===== src/hw/rtl/rapc_pkg.sv =====
// Shared types and constants for the relay actuator position controller.
// No dependencies; used by rapc_core and relay_actuator_position_control_top.
`default_nettype none

package rapc_pkg;

    // Command codes carried in the input tuser field.
    typedef enum logic [2:0] {
        MODE_TICK  = 3'd0,
        MODE_PULSE = 3'd1,
        MODE_MOVE  = 3'd2,
        MODE_STOP  = 3'd3,
        MODE_LOAD  = 3'd4
    } mode_t;

    // Direction of the current move.
    typedef enum logic [1:0] {
        DIR_IDLE = 2'd0,
        DIR_UP   = 2'd1,
        DIR_DOWN = 2'd2
    } dir_t;

    // Configuration register indexes.
    typedef enum logic [1:0] {
        REG_MIN_LIMIT = 2'd0,
        REG_MAX_LIMIT = 2'd1,
        REG_TIMEOUT   = 2'd2
    } reg_idx_t;

    localparam logic [15:0] RESET_MIN_LIMIT = 16'd300;
    localparam logic [15:0] RESET_MAX_LIMIT = 16'd6100;
    localparam logic [15:0] RESET_TIMEOUT   = 16'd1500;
    localparam logic [15:0] RESET_POSITION  = 16'd1200;

    // Configuration as seen by the step logic.
    typedef struct packed {
        logic [15:0] min_limit;
        logic [15:0] max_limit;
        logic [15:0] stop_timeout_ms;
    } cfg_t;

    // Controller state.
    typedef struct packed {
        logic [15:0] base_position;
        logic [15:0] pulse_count;
        logic [15:0] compare_count;
        dir_t        move_dir;
        logic        coasting;
        logic [15:0] coast_timer;
        logic [7:0]  overshoot_up;
        logic [7:0]  overshoot_down;
    } state_t;

    // One result beat.
    typedef struct packed {
        logic        stop_done;
        logic        move_rejected;
        logic        up_select;
        logic        drive_on;
        logic [1:0]  motion;
        logic [15:0] position;
    } result_t;

    // Overshoot beyond the compare count, saturated to eight bits.
    function automatic logic [7:0] learn_overshoot(input logic [15:0] count,
                                                   input logic [15:0] cmp);
        logic [15:0] diff;
        diff = count - cmp;
        if (count <= cmp)
            return 8'd0;
        else if (diff[15:8] != 8'd0)
            return 8'hFF;
        else
            return diff[7:0];
    endfunction

endpackage

`default_nettype wire


===== src/hw/rtl/rapc_core.sv =====
// Next-state and result logic for one command beat of the position controller.
// Depends on rapc_pkg.
`default_nettype none

module rapc_core (
    input  wire rapc_pkg::cfg_t    cfg,
    input  wire rapc_pkg::state_t  cur,
    input  wire logic [2:0]        mode,
    input  wire logic [15:0]       target,
    output rapc_pkg::state_t  nxt,
    output rapc_pkg::result_t res
);
    import rapc_pkg::*;

    logic [15:0] timeout_eff;
    logic [15:0] tgt_max;
    logic [15:0] tgt_clamped;
    logic [15:0] dist_up;
    logic [15:0] dist_down;
    logic [15:0] timer_dec;
    logic [15:0] pulse_inc;
    logic        rejected;
    logic        done;

    // A zero timeout behaves as one tick.
    assign timeout_eff = (cfg.stop_timeout_ms == 16'd0) ? 16'd1 : cfg.stop_timeout_ms;

    // Clamp to the upper limit first, so the lower limit wins when they cross.
    assign tgt_max     = (target > cfg.max_limit) ? cfg.max_limit : target;
    assign tgt_clamped = (tgt_max < cfg.min_limit) ? cfg.min_limit : tgt_max;
    assign dist_up     = tgt_clamped - cur.base_position;
    assign dist_down   = cur.base_position - tgt_clamped;

    assign timer_dec = (cur.coast_timer != 16'd0) ? cur.coast_timer - 16'd1 : 16'd0;
    assign pulse_inc = cur.pulse_count + 16'd1;

    // State update for the command.
    always_comb
    begin
        nxt      = cur;
        rejected = 1'b0;
        done     = 1'b0;
        case (mode_t'(mode))
            MODE_TICK:
            begin
                if (cur.coasting)
                begin
                    nxt.coast_timer = timer_dec;
                    if (timer_dec == 16'd0)
                    begin
                        // Fold the count into the position and learn the overshoot.
                        if (cur.move_dir == DIR_UP)
                        begin
                            nxt.base_position = cur.base_position + cur.pulse_count;
                            nxt.overshoot_up  = learn_overshoot(cur.pulse_count,
                                                                cur.compare_count);
                        end
                        else
                        begin
                            nxt.base_position  = cur.base_position - cur.pulse_count;
                            nxt.overshoot_down = learn_overshoot(cur.pulse_count,
                                                                 cur.compare_count);
                        end
                        nxt.pulse_count = 16'd0;
                        nxt.move_dir    = DIR_IDLE;
                        nxt.coasting    = 1'b0;
                        nxt.coast_timer = 16'd0;
                        done            = 1'b1;
                    end
                end
            end
            MODE_PULSE:
            begin
                if (cur.move_dir != DIR_IDLE)
                begin
                    nxt.pulse_count = pulse_inc;
                    if (!cur.coasting && pulse_inc == cur.compare_count)
                    begin
                        nxt.coasting    = 1'b1;
                        nxt.coast_timer = timeout_eff;
                    end
                end
            end
            MODE_MOVE:
            begin
                if (tgt_clamped != cur.base_position)
                begin
                    if (cur.move_dir != DIR_IDLE)
                        rejected = 1'b1;
                    else if (tgt_clamped > cur.base_position)
                    begin
                        if ({8'd0, cur.overshoot_up} > dist_up)
                            rejected = 1'b1;
                        else
                        begin
                            nxt.compare_count = dist_up - {8'd0, cur.overshoot_up};
                            nxt.move_dir      = DIR_UP;
                        end
                    end
                    else
                    begin
                        if ({8'd0, cur.overshoot_down} > dist_down)
                            rejected = 1'b1;
                        else
                        begin
                            nxt.compare_count = dist_down - {8'd0, cur.overshoot_down};
                            nxt.move_dir      = DIR_DOWN;
                        end
                    end
                    if (!rejected)
                    begin
                        nxt.pulse_count = 16'd0;
                        nxt.coasting    = 1'b0;
                        // Distance equal to the overshoot: coast at once.
                        if (nxt.compare_count == 16'd0)
                        begin
                            nxt.coasting    = 1'b1;
                            nxt.coast_timer = timeout_eff;
                        end
                    end
                end
            end
            MODE_STOP:
            begin
                if (cur.move_dir != DIR_IDLE)
                begin
                    nxt.coasting    = 1'b1;
                    nxt.coast_timer = timeout_eff;
                end
            end
            MODE_LOAD:
            begin
                nxt.base_position = target;
            end
            default:
            begin
                nxt = cur;
            end
        endcase
    end

    // Result built from the updated state.
    always_comb
    begin
        case (nxt.move_dir)
            DIR_UP:   res.position = nxt.base_position + nxt.pulse_count;
            DIR_DOWN: res.position = nxt.base_position - nxt.pulse_count;
            default:  res.position = nxt.base_position;
        endcase
        res.motion        = nxt.move_dir;
        res.drive_on      = (nxt.move_dir != DIR_IDLE) && !nxt.coasting;
        res.up_select     = (nxt.move_dir == DIR_UP) && !nxt.coasting;
        res.move_rejected = rejected;
        res.stop_done     = done;
    end

endmodule

`default_nettype wire


===== src/hw/rtl/relay_actuator_position_control_top.sv =====
// Relay actuator position controller: stream ports, configuration registers,
// controller state and the result register. Depends on rapc_pkg and rapc_core.
// Each accepted command beat yields its result beat from the result register in the next cycle.
// Throughput: one command per cycle; the result register is refilled in the
// cycle it is read, so the input only stalls while a result waits unread.
// Reset (rst_n low, asynchronous): limits 300 and 6100, timeout 1500 ticks,
// position 1200, idle, overshoots zero, no result pending.
`default_nettype none

module relay_actuator_position_control_top (
    input  wire logic        clk,
    input  wire logic        rst_n,
    // Command stream.
    input  wire logic        s_axis_tvalid,
    output      logic        s_axis_tready,
    input  wire logic [15:0] s_axis_tdata,   // [15:0] target
    input  wire logic [2:0]  s_axis_tuser,   // [2:0] mode
    // Result stream.
    output      logic        m_axis_tvalid,
    input  wire logic        m_axis_tready,
    output      logic [23:0] m_axis_tdata,   // [15:0] position, [17:16] motion,
                                             // [18] drive on, [19] up select,
                                             // [20] move_rejected, [21] stop_done
    // Configuration writes.
    input  wire logic        cfg_we,
    input  wire logic [1:0]  cfg_addr,
    input  wire logic [15:0] cfg_data
);
    import rapc_pkg::*;

    cfg_t    cfg_reg;
    state_t  state_reg;
    state_t  state_next;
    result_t res_reg;
    result_t res_next;
    logic    out_valid_reg;
    logic    in_beat;

    assign s_axis_tready = !out_valid_reg || m_axis_tready;
    assign in_beat       = s_axis_tvalid && s_axis_tready;

    // Configuration registers.
    always_ff @(posedge clk or negedge rst_n)
    begin
        if (!rst_n)
        begin
            cfg_reg.min_limit       <= RESET_MIN_LIMIT;
            cfg_reg.max_limit       <= RESET_MAX_LIMIT;
            cfg_reg.stop_timeout_ms <= RESET_TIMEOUT;
        end
        else if (cfg_we)
        begin
            case (reg_idx_t'(cfg_addr))
                REG_MIN_LIMIT: cfg_reg.min_limit       <= cfg_data;
                REG_MAX_LIMIT: cfg_reg.max_limit       <= cfg_data;
                REG_TIMEOUT:   cfg_reg.stop_timeout_ms <= cfg_data;
                default:       cfg_reg                 <= cfg_reg;
            endcase
        end
    end

    // Command evaluation.
    rapc_core u_core (
        .cfg    (cfg_reg),
        .cur    (state_reg),
        .mode   (s_axis_tuser),
        .target (s_axis_tdata),
        .nxt    (state_next),
        .res    (res_next)
    );

    // Controller state, updated on each accepted command.
    always_ff @(posedge clk or negedge rst_n)
    begin
        if (!rst_n)
        begin
            state_reg.base_position  <= RESET_POSITION;
            state_reg.pulse_count    <= 16'd0;
            state_reg.compare_count  <= 16'd0;
            state_reg.move_dir       <= DIR_IDLE;
            state_reg.coasting       <= 1'b0;
            state_reg.coast_timer    <= 16'd0;
            state_reg.overshoot_up   <= 8'd0;
            state_reg.overshoot_down <= 8'd0;
        end
        else if (in_beat)
        begin
            state_reg <= state_next;
        end
    end

    // Result valid flag.
    always_ff @(posedge clk or negedge rst_n)
    begin
        if (!rst_n)
            out_valid_reg <= 1'b0;
        else if (in_beat)
            out_valid_reg <= 1'b1;
        else if (m_axis_tready)
            out_valid_reg <= 1'b0;
    end

    // Result payload.
    always_ff @(posedge clk)
    begin
        if (in_beat)
            res_reg <= res_next;
    end

    assign m_axis_tvalid = out_valid_reg;
    assign m_axis_tdata  = {2'b00, res_reg};

endmodule

`default_nettype wire


===== config.mk =====
export PLATFORM = sky130hd
export DESIGN_NAME = relay_actuator_position_control_top
export DESIGN_NICKNAME = d
export VERILOG_FILES = /design/src/hw/rtl/rapc_pkg.sv /design/src/hw/rtl/rapc_core.sv /design/src/hw/rtl/relay_actuator_position_control_top.sv
export SDC_FILE = /design/constraint.sdc
export NUM_CORES = 1
export LEC_CHECK = 0
export ABC_AREA = 1
export BUFFER_PORTS_ARGS = -buffer_cell sky130_fd_sc_hd__buf_2
export CAP_MARGIN = 15
export CORE_ASPECT_RATIO = 2
export CORE_MARGIN = 2
export CORE_UTILIZATION = 56
export CTS_CLUSTER_SIZE = 12
export DETAILED_ROUTE_END_ITERATION = 10
export GPL_ROUTABILITY_DRIVEN = 1
export GPL_TIMING_DRIVEN = 1
export PLACE_DENSITY_LB_ADDON = 0.08
export SETUP_SLACK_MARGIN = 0.1
export SYNTH_ARGS = -nofsm -noshare
export SYNTH_HDL_FRONTEND = slang
export SYNTH_SLANG_ARGS = --single-unit

===== constraint.sdc =====
create_clock -name clk -period 15.8 [get_ports clk]
set_input_delay 4.74 -clock clk [delete_from_list [all_inputs] [get_ports clk]]
set_output_delay 4.74 -clock clk [all_outputs]
set_load 0.05 [all_outputs]

==> results of run 1 <==
[through the flow]
step	cell area (um2)	std cells	utilization (%)	hold slack, ps	total power, uW
finish	16400	2616	60.9	490	4010
global route	16400	2616	60.9	507	4320
CTS	16300	2612	60.7	491	3940
detailed placement	15800	2580	58.7	474	3520
global placement	15800	2580	58.7	468	3490
floorplan	15300	2236	-	453	2680
[path summary, 6_finish.rpt]
kind | endpoint | slack [ps] | cells after the start
max in group asynchronous | state_reg[76]$_DFFE_PN0P_ | 10240 | 2
worst min-delay path | cfg_reg[41]$_DFFE_PN0P_ | 490 | 2
worst max-delay path | m_axis_tdata[15]$_DFFE_PP_ | 1300 | 65
worst max register to register | m_axis_tdata[15]$_DFFE_PP_ | 5180 | 67
worst min register to register | cfg_reg[41]$_DFFE_PN0P_ | 490 | 2
min in group asynchronous | state_reg[12]$_DFFE_PN0P_ | 4360 | 1
[final cells by class]
cell class | instances | area, um2 | area share (%)
sequential | 154 | 3990 | 24.4
timing repair buffer | 89 | 509 | 3.11
clock inverter | 13 | 109 | 0.664
multi-input combinational | 1688 | 9760 | 59.6
inverter | 304 | 1140 | 6.99
clock buffer | 19 | 433 | 2.64
tap | 348 | 435 | 2.66
antenna | 1 | 2.50 | 0.0153
[critical path, delay by kind of cell]
kind	cells	cell delay [ps]
AO/OA/AOI/OAI	18	3220
AND/OR/NAND/NOR	26	3060
adder cells (fa/ha/maj)	6	1900
buffers and inverters	12	1250
XOR/XNOR	3	530
[report_power, final]
part           internal [uW]  switching, uW
Clock                    205            196
Sequential               509            102
Combinational            970           2030
[placed cells by master, fill, tap and decap left out, types with 23 or more instances in the layout]
cell	instances
nand2_1	514
inv_1	297
o21ai_0	256
a21oi_1	158
nor2_1	146
ha_1	130
dfrtp_1	109
xor2_1	90
nand3_1	80
buf_2	65
xnor2_1	43
nor3_1	29
o21ai_1	26
nand4_1	24
a31oi_1	23
dfstp_2	23
buf_4	23
[synthesized netlist by cell type (3+ instances only)]
cell	number
a211oi_1	3
a21o_1	4
a21oi_1	158
a221o_1	4
a221oi_1	3
a311oi_1	11
a31oi_1	23
a32oi_1	7
buf_2	10
buf_4	4
buf_6	5
clkbuf_1	67
clkinv_1	3
dfrtp_1	109
dfstp_2	23
edfxtp_1	22
fa_1	7
ha_1	130
inv_1	298
inv_2	3
nand2_1	514
nand2_2	17
nand3_1	80
nand3_2	5
nand3b_1	3
nand4_1	24
nor2_1	148
nor3_1	29
nor4_1	17
o211ai_1	19
o21a_1	4
o21ai_0	265
o21ai_1	18
o21ai_2	13
o21bai_1	4
o221ai_1	4
o31ai_1	8
or2_2	6
xnor2_1	43
xor2_1	90
[kinds of logic after synthesis]
family,share of synthesized area (%)
simple gates,23.6
flops,26.2
fa+ha+maj,11.6
compound gates,20.9
other cells,0.0246
buf+inv,10.1
xor+xnor,7.63
[per-layer routing]
metal,vias to the layer above,track usage [%]
li1,7447,-
met1,7098,37.3
met2,549,68.2
met3,219,6.79
met4,0,35.7
met5,-,0
[what timing repair did]
action / 4_1_cts / 5_1_grt
endpoints found under the setup margin: 0 / 2
gates resized for setup: 0 / 12
setup buffers: 0 / 2
==> impl_metrics.ini, run 1 <==
[worst_setup_path]
cp.arrival_ps = 14720
crit_path_start = s_axis_tdata[13]
critPathRequiredTime_ps = 16020
slowest_delay_ps = 410
crit_type = in2reg
critPathLaunchType = primary input
cp_max_fo = 31
end_kind = flop
crit-reg2reg-launch = cfg_reg[25]$_DFFE_PN1P_
crit_top_cell = nand2_1
cp_slowest_cell = ha_1

[global_routing]
grt_max_degree = 86
overflow = 0
grt_pass1_wl_mm = 83.7
grt_pass1_vias = 15200
track_usage_pct = 38.7
antenna_found_initial = 1

[run]
max_cap_viol_count = 0

[clock_network]
cts_buffers = 17
cts_tree = done
ctsRootBufferMaster = clkbuf_16
cts_sinks = 154
clockBufferDepth = 2
hold_buffers = 0
clkLatencyLatePin_ps = 460
clkTransAtPathRegs_ps = 70
htree_levels = 4

[sta]
rsz0062_at_grt = no
setup_slack_ps = 1300
fmax_mhz = 68.9
maxSlewHeadroom_pct = 25.3
max_slew.worst_pin.slew_ps = 1110
hold_violations = 0
min_period_ps = 14500
setup_violations = 0
fin_tns_setup_ps = 0
period_share_pct = 91.8
clock_skew_ps = 12.8
finalMaxSlewViolations = 0

[synth]
ys_top_cells_by_area = dfrtp_1, nand2_1, ha_1, o21ai_0, inv_1
synth.distinct_cells = 62
netlist.top_cell.by_area = dfrtp_1
synth_top_area_share_pct = 17.9
yosysWarnings = 0
syn_inst = 2235
seq_area_frac_synth_pct = 26.2
synth-seq-cells = 154
syn_area_per_cell_um2 = 6.83
synth_edf_count = 22
synth-async-reset-ratio_pct = 85.7
ys.flop_type = dfrtp_1
post_synth_instance_area_mm2 = 0.0153

[place]
hpwl_mm = 43.4
gp_congestion = 0.961
pre_cts_slack_ps = 265
port_buffers = 65

[cells_and_area]
largest_reg_flops = 83
layout-drive-gt1-share_pct = 9.09
fillers = 2605
area_growth_syn_to_layout_pct = 7.40
final_nets = 2433

[floorplanning]
die_area_mm2 = 0.0287
rows = 85
core-area_mm2 = 0.0269
floorplan.initialDensity_pct = 56.7
die_h_um = 237
ios = 68
dieWidth_um = 121

[worst_hold_path]
holdCritPathClass = reg2reg
min_from = cfg_reg[41]$_DFFE_PN0P_

[power]
peakVddDrop_uv = 102
power.density_mw_per_mm2 = 245
p_leak_uw = 0.00788

[detailed_routing]
met1Wirelength_mm = 18.0
viasPerCell = 5.85
wl_met3_mm = 2.89
first_iter_violations = 1057
firstDrtPassIters = 7
vias = 15300
wl_per_cell_um = 20.8
wl_met2_mm = 27.5
wirelength_mm = 54.4
drc = 0
top_layer = met4
ant_nets = 0

[outcome]
outcome = completed
No activity file was read; power rests on OpenSTA's default activity.
==> inputs of run 2 (changes only) <==
--- a/config.mk
+++ b/config.mk
@@ -5,7 +5,6 @@
 export SDC_FILE = /design/constraint.sdc
 export NUM_CORES = 1
 export LEC_CHECK = 0
-export ABC_AREA = 1
 export BUFFER_PORTS_ARGS = -buffer_cell sky130_fd_sc_hd__buf_2
 export CAP_MARGIN = 15
 export CORE_ASPECT_RATIO = 2
==> impl_metrics.ini, run 2 <==
[global_routing]
antenna_found_initial = 0
track_usage_pct = 40.4
grt_pass1_wl_mm = 86.9
grt_max_degree = 75
grt_pass1_vias = 15000
overflow = 0

[detailed_routing]
first_iter_violations = 1408
firstDrtPassIters = 7
vias = 15400
drc = 0
ant_nets = 0
wirelength_mm = 57.8
viasPerCell = 6.51
wl_per_cell_um = 24.5

[floorplanning]
die_area_mm2 = 0.0287
die_h_um = 238
dieWidth_um = 121
floorplan.initialDensity_pct = 56.8
rows = 85
ios = 68
core-area_mm2 = 0.0269

[power]
p_leak_uw = 0.00744
power.density_mw_per_mm2 = 268
peakVddDrop_uv = 132

[sta]
maxSlewHeadroom_pct = 28.9
min_period_ps = 15060
period_share_pct = 95.3
clock_skew_ps = 15.6
fmax_mhz = 66.4
finalMaxSlewViolations = 0
rsz0062_at_grt = no
holdWs_ps = 505
max_slew.worst_pin.slew_ps = 1060
hold_violations = 0
setup_violations = 0

[synth]
ys_top_cells_by_area = dfrtp_1, ha_1, o21ai_0, a21oi_1, nand2_1
post_synth_instance_area_mm2 = 0.0153
synth_top_area_share_pct = 17.9
syn_area_per_cell_um2 = 7.87
ys.flop_type = dfrtp_1
syn_inst = 1940
yosysMostFrequentCell = nand2_1
synth_edf_count = 22
synth-async-reset-ratio_pct = 85.7
seq_area_frac_synth_pct = 26.1
netlist.top_cell.by_area = dfrtp_1
yosysWarnings = 0
synth-seq-cells = 154
synth.distinct_cells = 96
synth_common_cells = nand2_1, nor2_1, o21ai_0, inv_1, a21oi_1

[run]
max_cap_viol_count = 0

[worst_setup_path]
cp_slowest_cell = or3_2
cp.arrival_ps = 15260
cp_max_fo = 24
critPathRequiredTime_ps = 16000
crit_type = in2reg
slowest_delay_ps = 490
critPathLaunchType = primary input
end_kind = flop

[worst_hold_path]
holdCritPathClass = reg2reg

[clock_network]
cts_sinks = 154
cts_buffers = 17
clockBufferDepth = 2
ctsRootBufferMaster = clkbuf_16
clkTransAtPathRegs_ps = 60
htree_levels = 4
clkLatencyLatePin_ps = 460
cts_tree = done

[cells_and_area]
final_common_cell = nand2_1
final_cell_mix = nand2_1, nor2_1, inv_1
diodes = 0
largest_reg_flops = 83
area_growth_syn_to_layout_pct = 11.2
final_nets = 2182
fin_util_pct = 63.1
layout-drive-gt1-share_pct = 15.1

[place]
port_buffers = 65
hpwl_mm = 45.2
gp_congestion = 1.02

[outcome]
outcome = completed
## run 2: cell count changes in the layout (fill, tap and decap cells not counted), sizes merged, moves of 27 or more
cell	previous run	this run
inv	308	170
xor2	90	43
mux2	0	55
o21a	4	31
nand3	86	43
buf	89	134
nand2	531	187
o21ai	296	167
## run 2: layer usage
metal  vias to the layer above  routed length [um]  GRT usage (%)
met5                         -                   0              0
met4                         0                6170           34.8
met3                       283                3950           8.37
met2                       743               28700           70.7
met1                      7253               18900           39.7
li1                       7115                   -              -
## run 2: worst paths after layout
kind / from / endpoint / slack, ps / depth (start not counted)
min reg2reg: cfg_reg[27]$_DFFE_PN0P_ / cfg_reg[27]$_DFFE_PN0P_ / 510 / 1
max in group asynchronous: rst_n / state_reg[79]$_DFFE_PN0P_ / 10210 / 2
max reg2reg: cfg_reg[28]$_DFFE_PN1P_ / m_axis_tdata[15]$_DFFE_PP_ / 4610 / 55
max: s_axis_tdata[15] / m_axis_tdata[15]$_DFFE_PP_ / 740 / 55
min in group asynchronous: rst_n / state_reg[11]$_DFFE_PN0P_ / 4280 / 1
min: cfg_reg[27]$_DFFE_PN0P_ / cfg_reg[27]$_DFFE_PN0P_ / 510 / 1
## run 2: cell families (layout without fill, tap and decap cells)
family	Yosys count	in the layout	share of synthesized area [%]
other cells	1	2	0.0245
flops	154	154	26.1
xor+xnor	112	112	6.47
simple gates	616	616	19.2
buf+inv	252	327	6.38
fa+ha+maj	137	137	11.6
mux	61	61	4.45
compound gates	607	607	25.8
## run 2: metrics by stage
step | std cells | setup WS, ps | cell area (um2) | TNS, ps | total power [uW]
floorplan | 1941 | 326 | 15300 | 0 | 2940
global placement | 2329 | -272 | 16200 | -393 | 3850
detailed placement | 2329 | -254 | 16200 | -386 | 3890
CTS | 2361 | 182 | 16800 | 0 | 4380
global route | 2364 | 55.2 | 17000 | 0 | 4840
finish | 2364 | 740 | 17000 | 0 | 4550
## run 2: cell type report
type                            instances  area (um2)
Tap cell                              348         435
Sequential cell                       154        3990
Inverter                              161         604
Clock inverter                         14         195
Fill cell                            2452        9920
Timing Repair Buffer                  134         857
Clock buffer                           18         450
Multi-Input combinational cell       1535       10400
## run 2: power breakdown
part / leakage [uW] / switching, uW / internal, uW
clock network: 0.000315 / 201 / 265
logic: 0.00528 / 2120 / 1310
registers: 0.00185 / 134 / 521
## run 2: critical path, delay by kind of cell
| kind | cells | cell delay [ps] |
|---|---|---|
| AND/OR/NAND/NOR | 15 | 2670 |
| AO/OA/AOI/OAI | 22 | 4150 |
| XOR/XNOR | 4 | 660 |
| buffers and inverters | 8 | 1350 |
| adder cells (fa/ha/maj) | 6 | 1680 |
## run 2: what timing repair did
item                       in CTS  in global routing
gates resized for setup         0                 37
hold buffers                    0                  0
setup buffers                   0                  3
setup endpoints to repair       0                  6
hold endpoints to repair        0                  0
==> inputs of run 3 (changes only) <==
--- a/config.mk
+++ b/config.mk
@@ -5,7 +5,7 @@
 export SDC_FILE = /design/constraint.sdc
 export NUM_CORES = 1
 export LEC_CHECK = 0
-export BUFFER_PORTS_ARGS = -buffer_cell sky130_fd_sc_hd__buf_2
+export BUFFER_PORTS_ARGS = -buffer_cell sky130_fd_sc_hd__buf_4
 export CAP_MARGIN = 15
 export CORE_ASPECT_RATIO = 2
 export CORE_MARGIN = 2
==> impl_metrics.ini, run 3 (synthesized netlist as in run 2, its figures left out) <==
[global_routing]
grt_pass1_vias = 15300
overflow = 0
grt_pass1_wl_mm = 88.5
antenna_found_initial = 0
track_usage_pct = 41.2
grt_max_degree = 74

[worst_setup_path]
slowest_delay_ps = 500
end_kind = flop
crit_top_cell = ha_1
crit_type = in2reg
cp_slowest_cell = or3_2
critPathRequiredTime_ps = 16000
cp_max_fo = 7
cp.arrival_ps = 15480
critPathLaunchType = primary input

[clock_network]
hold_buffers = 0
clkLatencyLatePin_ps = 460
cts_buffers = 17
ctsRootBufferMaster = clkbuf_16
cts_tree = done
clkTransAtPathRegs_ps = 70
cts_sinks = 154
clockBufferDepth = 2
htree_levels = 4

[sta]
fmax_mhz = 65.5
setup_violations = 0
min_period_ps = 15270
finalMaxSlewViolations = 0
maxSlewHeadroom_pct = 17.3
hold_violations = 0
period_share_pct = 96.7
max_slew.worst_pin.slew_ps = 1240
holdWs_ps = 512
clock_skew_ps = 12.5
setup_slack_ps = 527
fin_tns_setup_ps = 0

[floorplanning]
die_h_um = 238
floorplan.initialDensity_pct = 56.8
core-area_mm2 = 0.0269
dieWidth_um = 121
ios = 68
die_area_mm2 = 0.0287
rows = 85

[detailed_routing]
firstDrtPassIters = 6
viasPerCell = 6.56
drc = 0
wl_met2_mm = 29.1
ant_nets = 0
first_iter_violations = 1346
top_layer = met4
wirelength_mm = 58.7
met1Wirelength_mm = 19.4
wl_per_cell_um = 24.8
wl_met3_mm = 3.82
vias = 15500

[place]
pre_cts_slack_ps = -219
hpwl_mm = 45.7
port_buffers = 65
gp_congestion = 1.04

[cells_and_area]
final_cell_mix = nand2_1, nor2_1, inv_1
final_nets = 2185
fin_util_pct = 63.6
diodes = 0
area_growth_syn_to_layout_pct = 12.0
final_common_cell = nand2_1
largest_reg_flops = 83
layout-drive-gt1-share_pct = 15.5

[outcome]
outcome = completed

[power]
power.density_mw_per_mm2 = 265
peakVddDrop_uv = 128
p_leak_uw = 0.00749

[worst_hold_path]
holdCritPathClass = reg2reg

[run]
max_cap_viol_count = 0
[run 3: cell types whose count changed in the layout (fill, tap and decap cells not counted), sizes merged]
cell / delta
buf: +2
clkbuf: +1
clkinv: +2
clkinvlp: -1
inv: -2
nor2: +1
[run 3: critical path, delay by kind of cell]
| kind | cells | cell delay, ps |
|---|---|---|
| xor gates and xnor gates | 4 | 590 |
| buffers and inverters | 6 | 800 |
| AOI/OAI and AO/OA | 23 | 4540 |
| adders and majority gates | 6 | 1840 |
| and+or+nand+nor | 16 | 2930 |
[run 3: final timing paths]
kind	startpoint	end	slack, ps	depth (start not counted)
worst min register to register	cfg_reg[19]$_DFFE_PN0P_	cfg_reg[19]$_DFFE_PN0P_	510	1
worst max register to register	cfg_reg[25]$_DFFE_PN1P_	m_axis_tdata[15]$_DFFE_PP_	4410	55
max in group asynchronous	rst_n	cfg_reg[39]$_DFFE_PN0P_	10270	2
worst min-delay path	cfg_reg[19]$_DFFE_PN0P_	cfg_reg[19]$_DFFE_PN0P_	510	1
worst max-delay path	s_axis_tdata[15]	m_axis_tdata[15]$_DFFE_PP_	530	55
min in group asynchronous	rst_n	state_reg[8]$_DFFE_PN0P_	4280	1
[run 3: final cells by class]
type | instances | area (um2)
Multi-Input combinational cell | 1536 | 10400
Fill cell | 2457 | 9790
Sequential cell | 154 | 3990
Timing Repair Buffer | 136 | 1030
Inverter | 161 | 604
Tap cell | 348 | 435
Clock buffer | 19 | 433
Clock inverter | 13 | 181
[run 3: per-stage QoR]
step	area, um2	cells	total power, uW
final	17100	2367	4540
after global routing	17100	2367	4850
after CTS	17000	2363	4400
after detailed placement	16400	2331	3930
after global placement	16400	2331	3880
after floorplan	15300	1941	2940
[run 3: power breakdown]
group	switching (uW)	leakage (uW)	internal, uW	total, uW
combinational	2120	0.00534	1310	3440
clock	198	0.000303	254	453
sequential	132	0.00185	521	653
[run 3: metal layers]
metal,GRT usage (%),up-vias
met3,9.36,307
met1,40.5,7369
met5,0,-
li1,-,7138
met4,35.9,0
met2,71.2,714
[run 3: what timing repair did]
| item | CTS | global route |
|---|---|---|
| endpoints found under the setup margin | 0 | 5 |
| endpoints found under the hold margin | 0 | 0 |
| gates resized for setup | 0 | 33 |
| setup buffers | 0 | 2 |
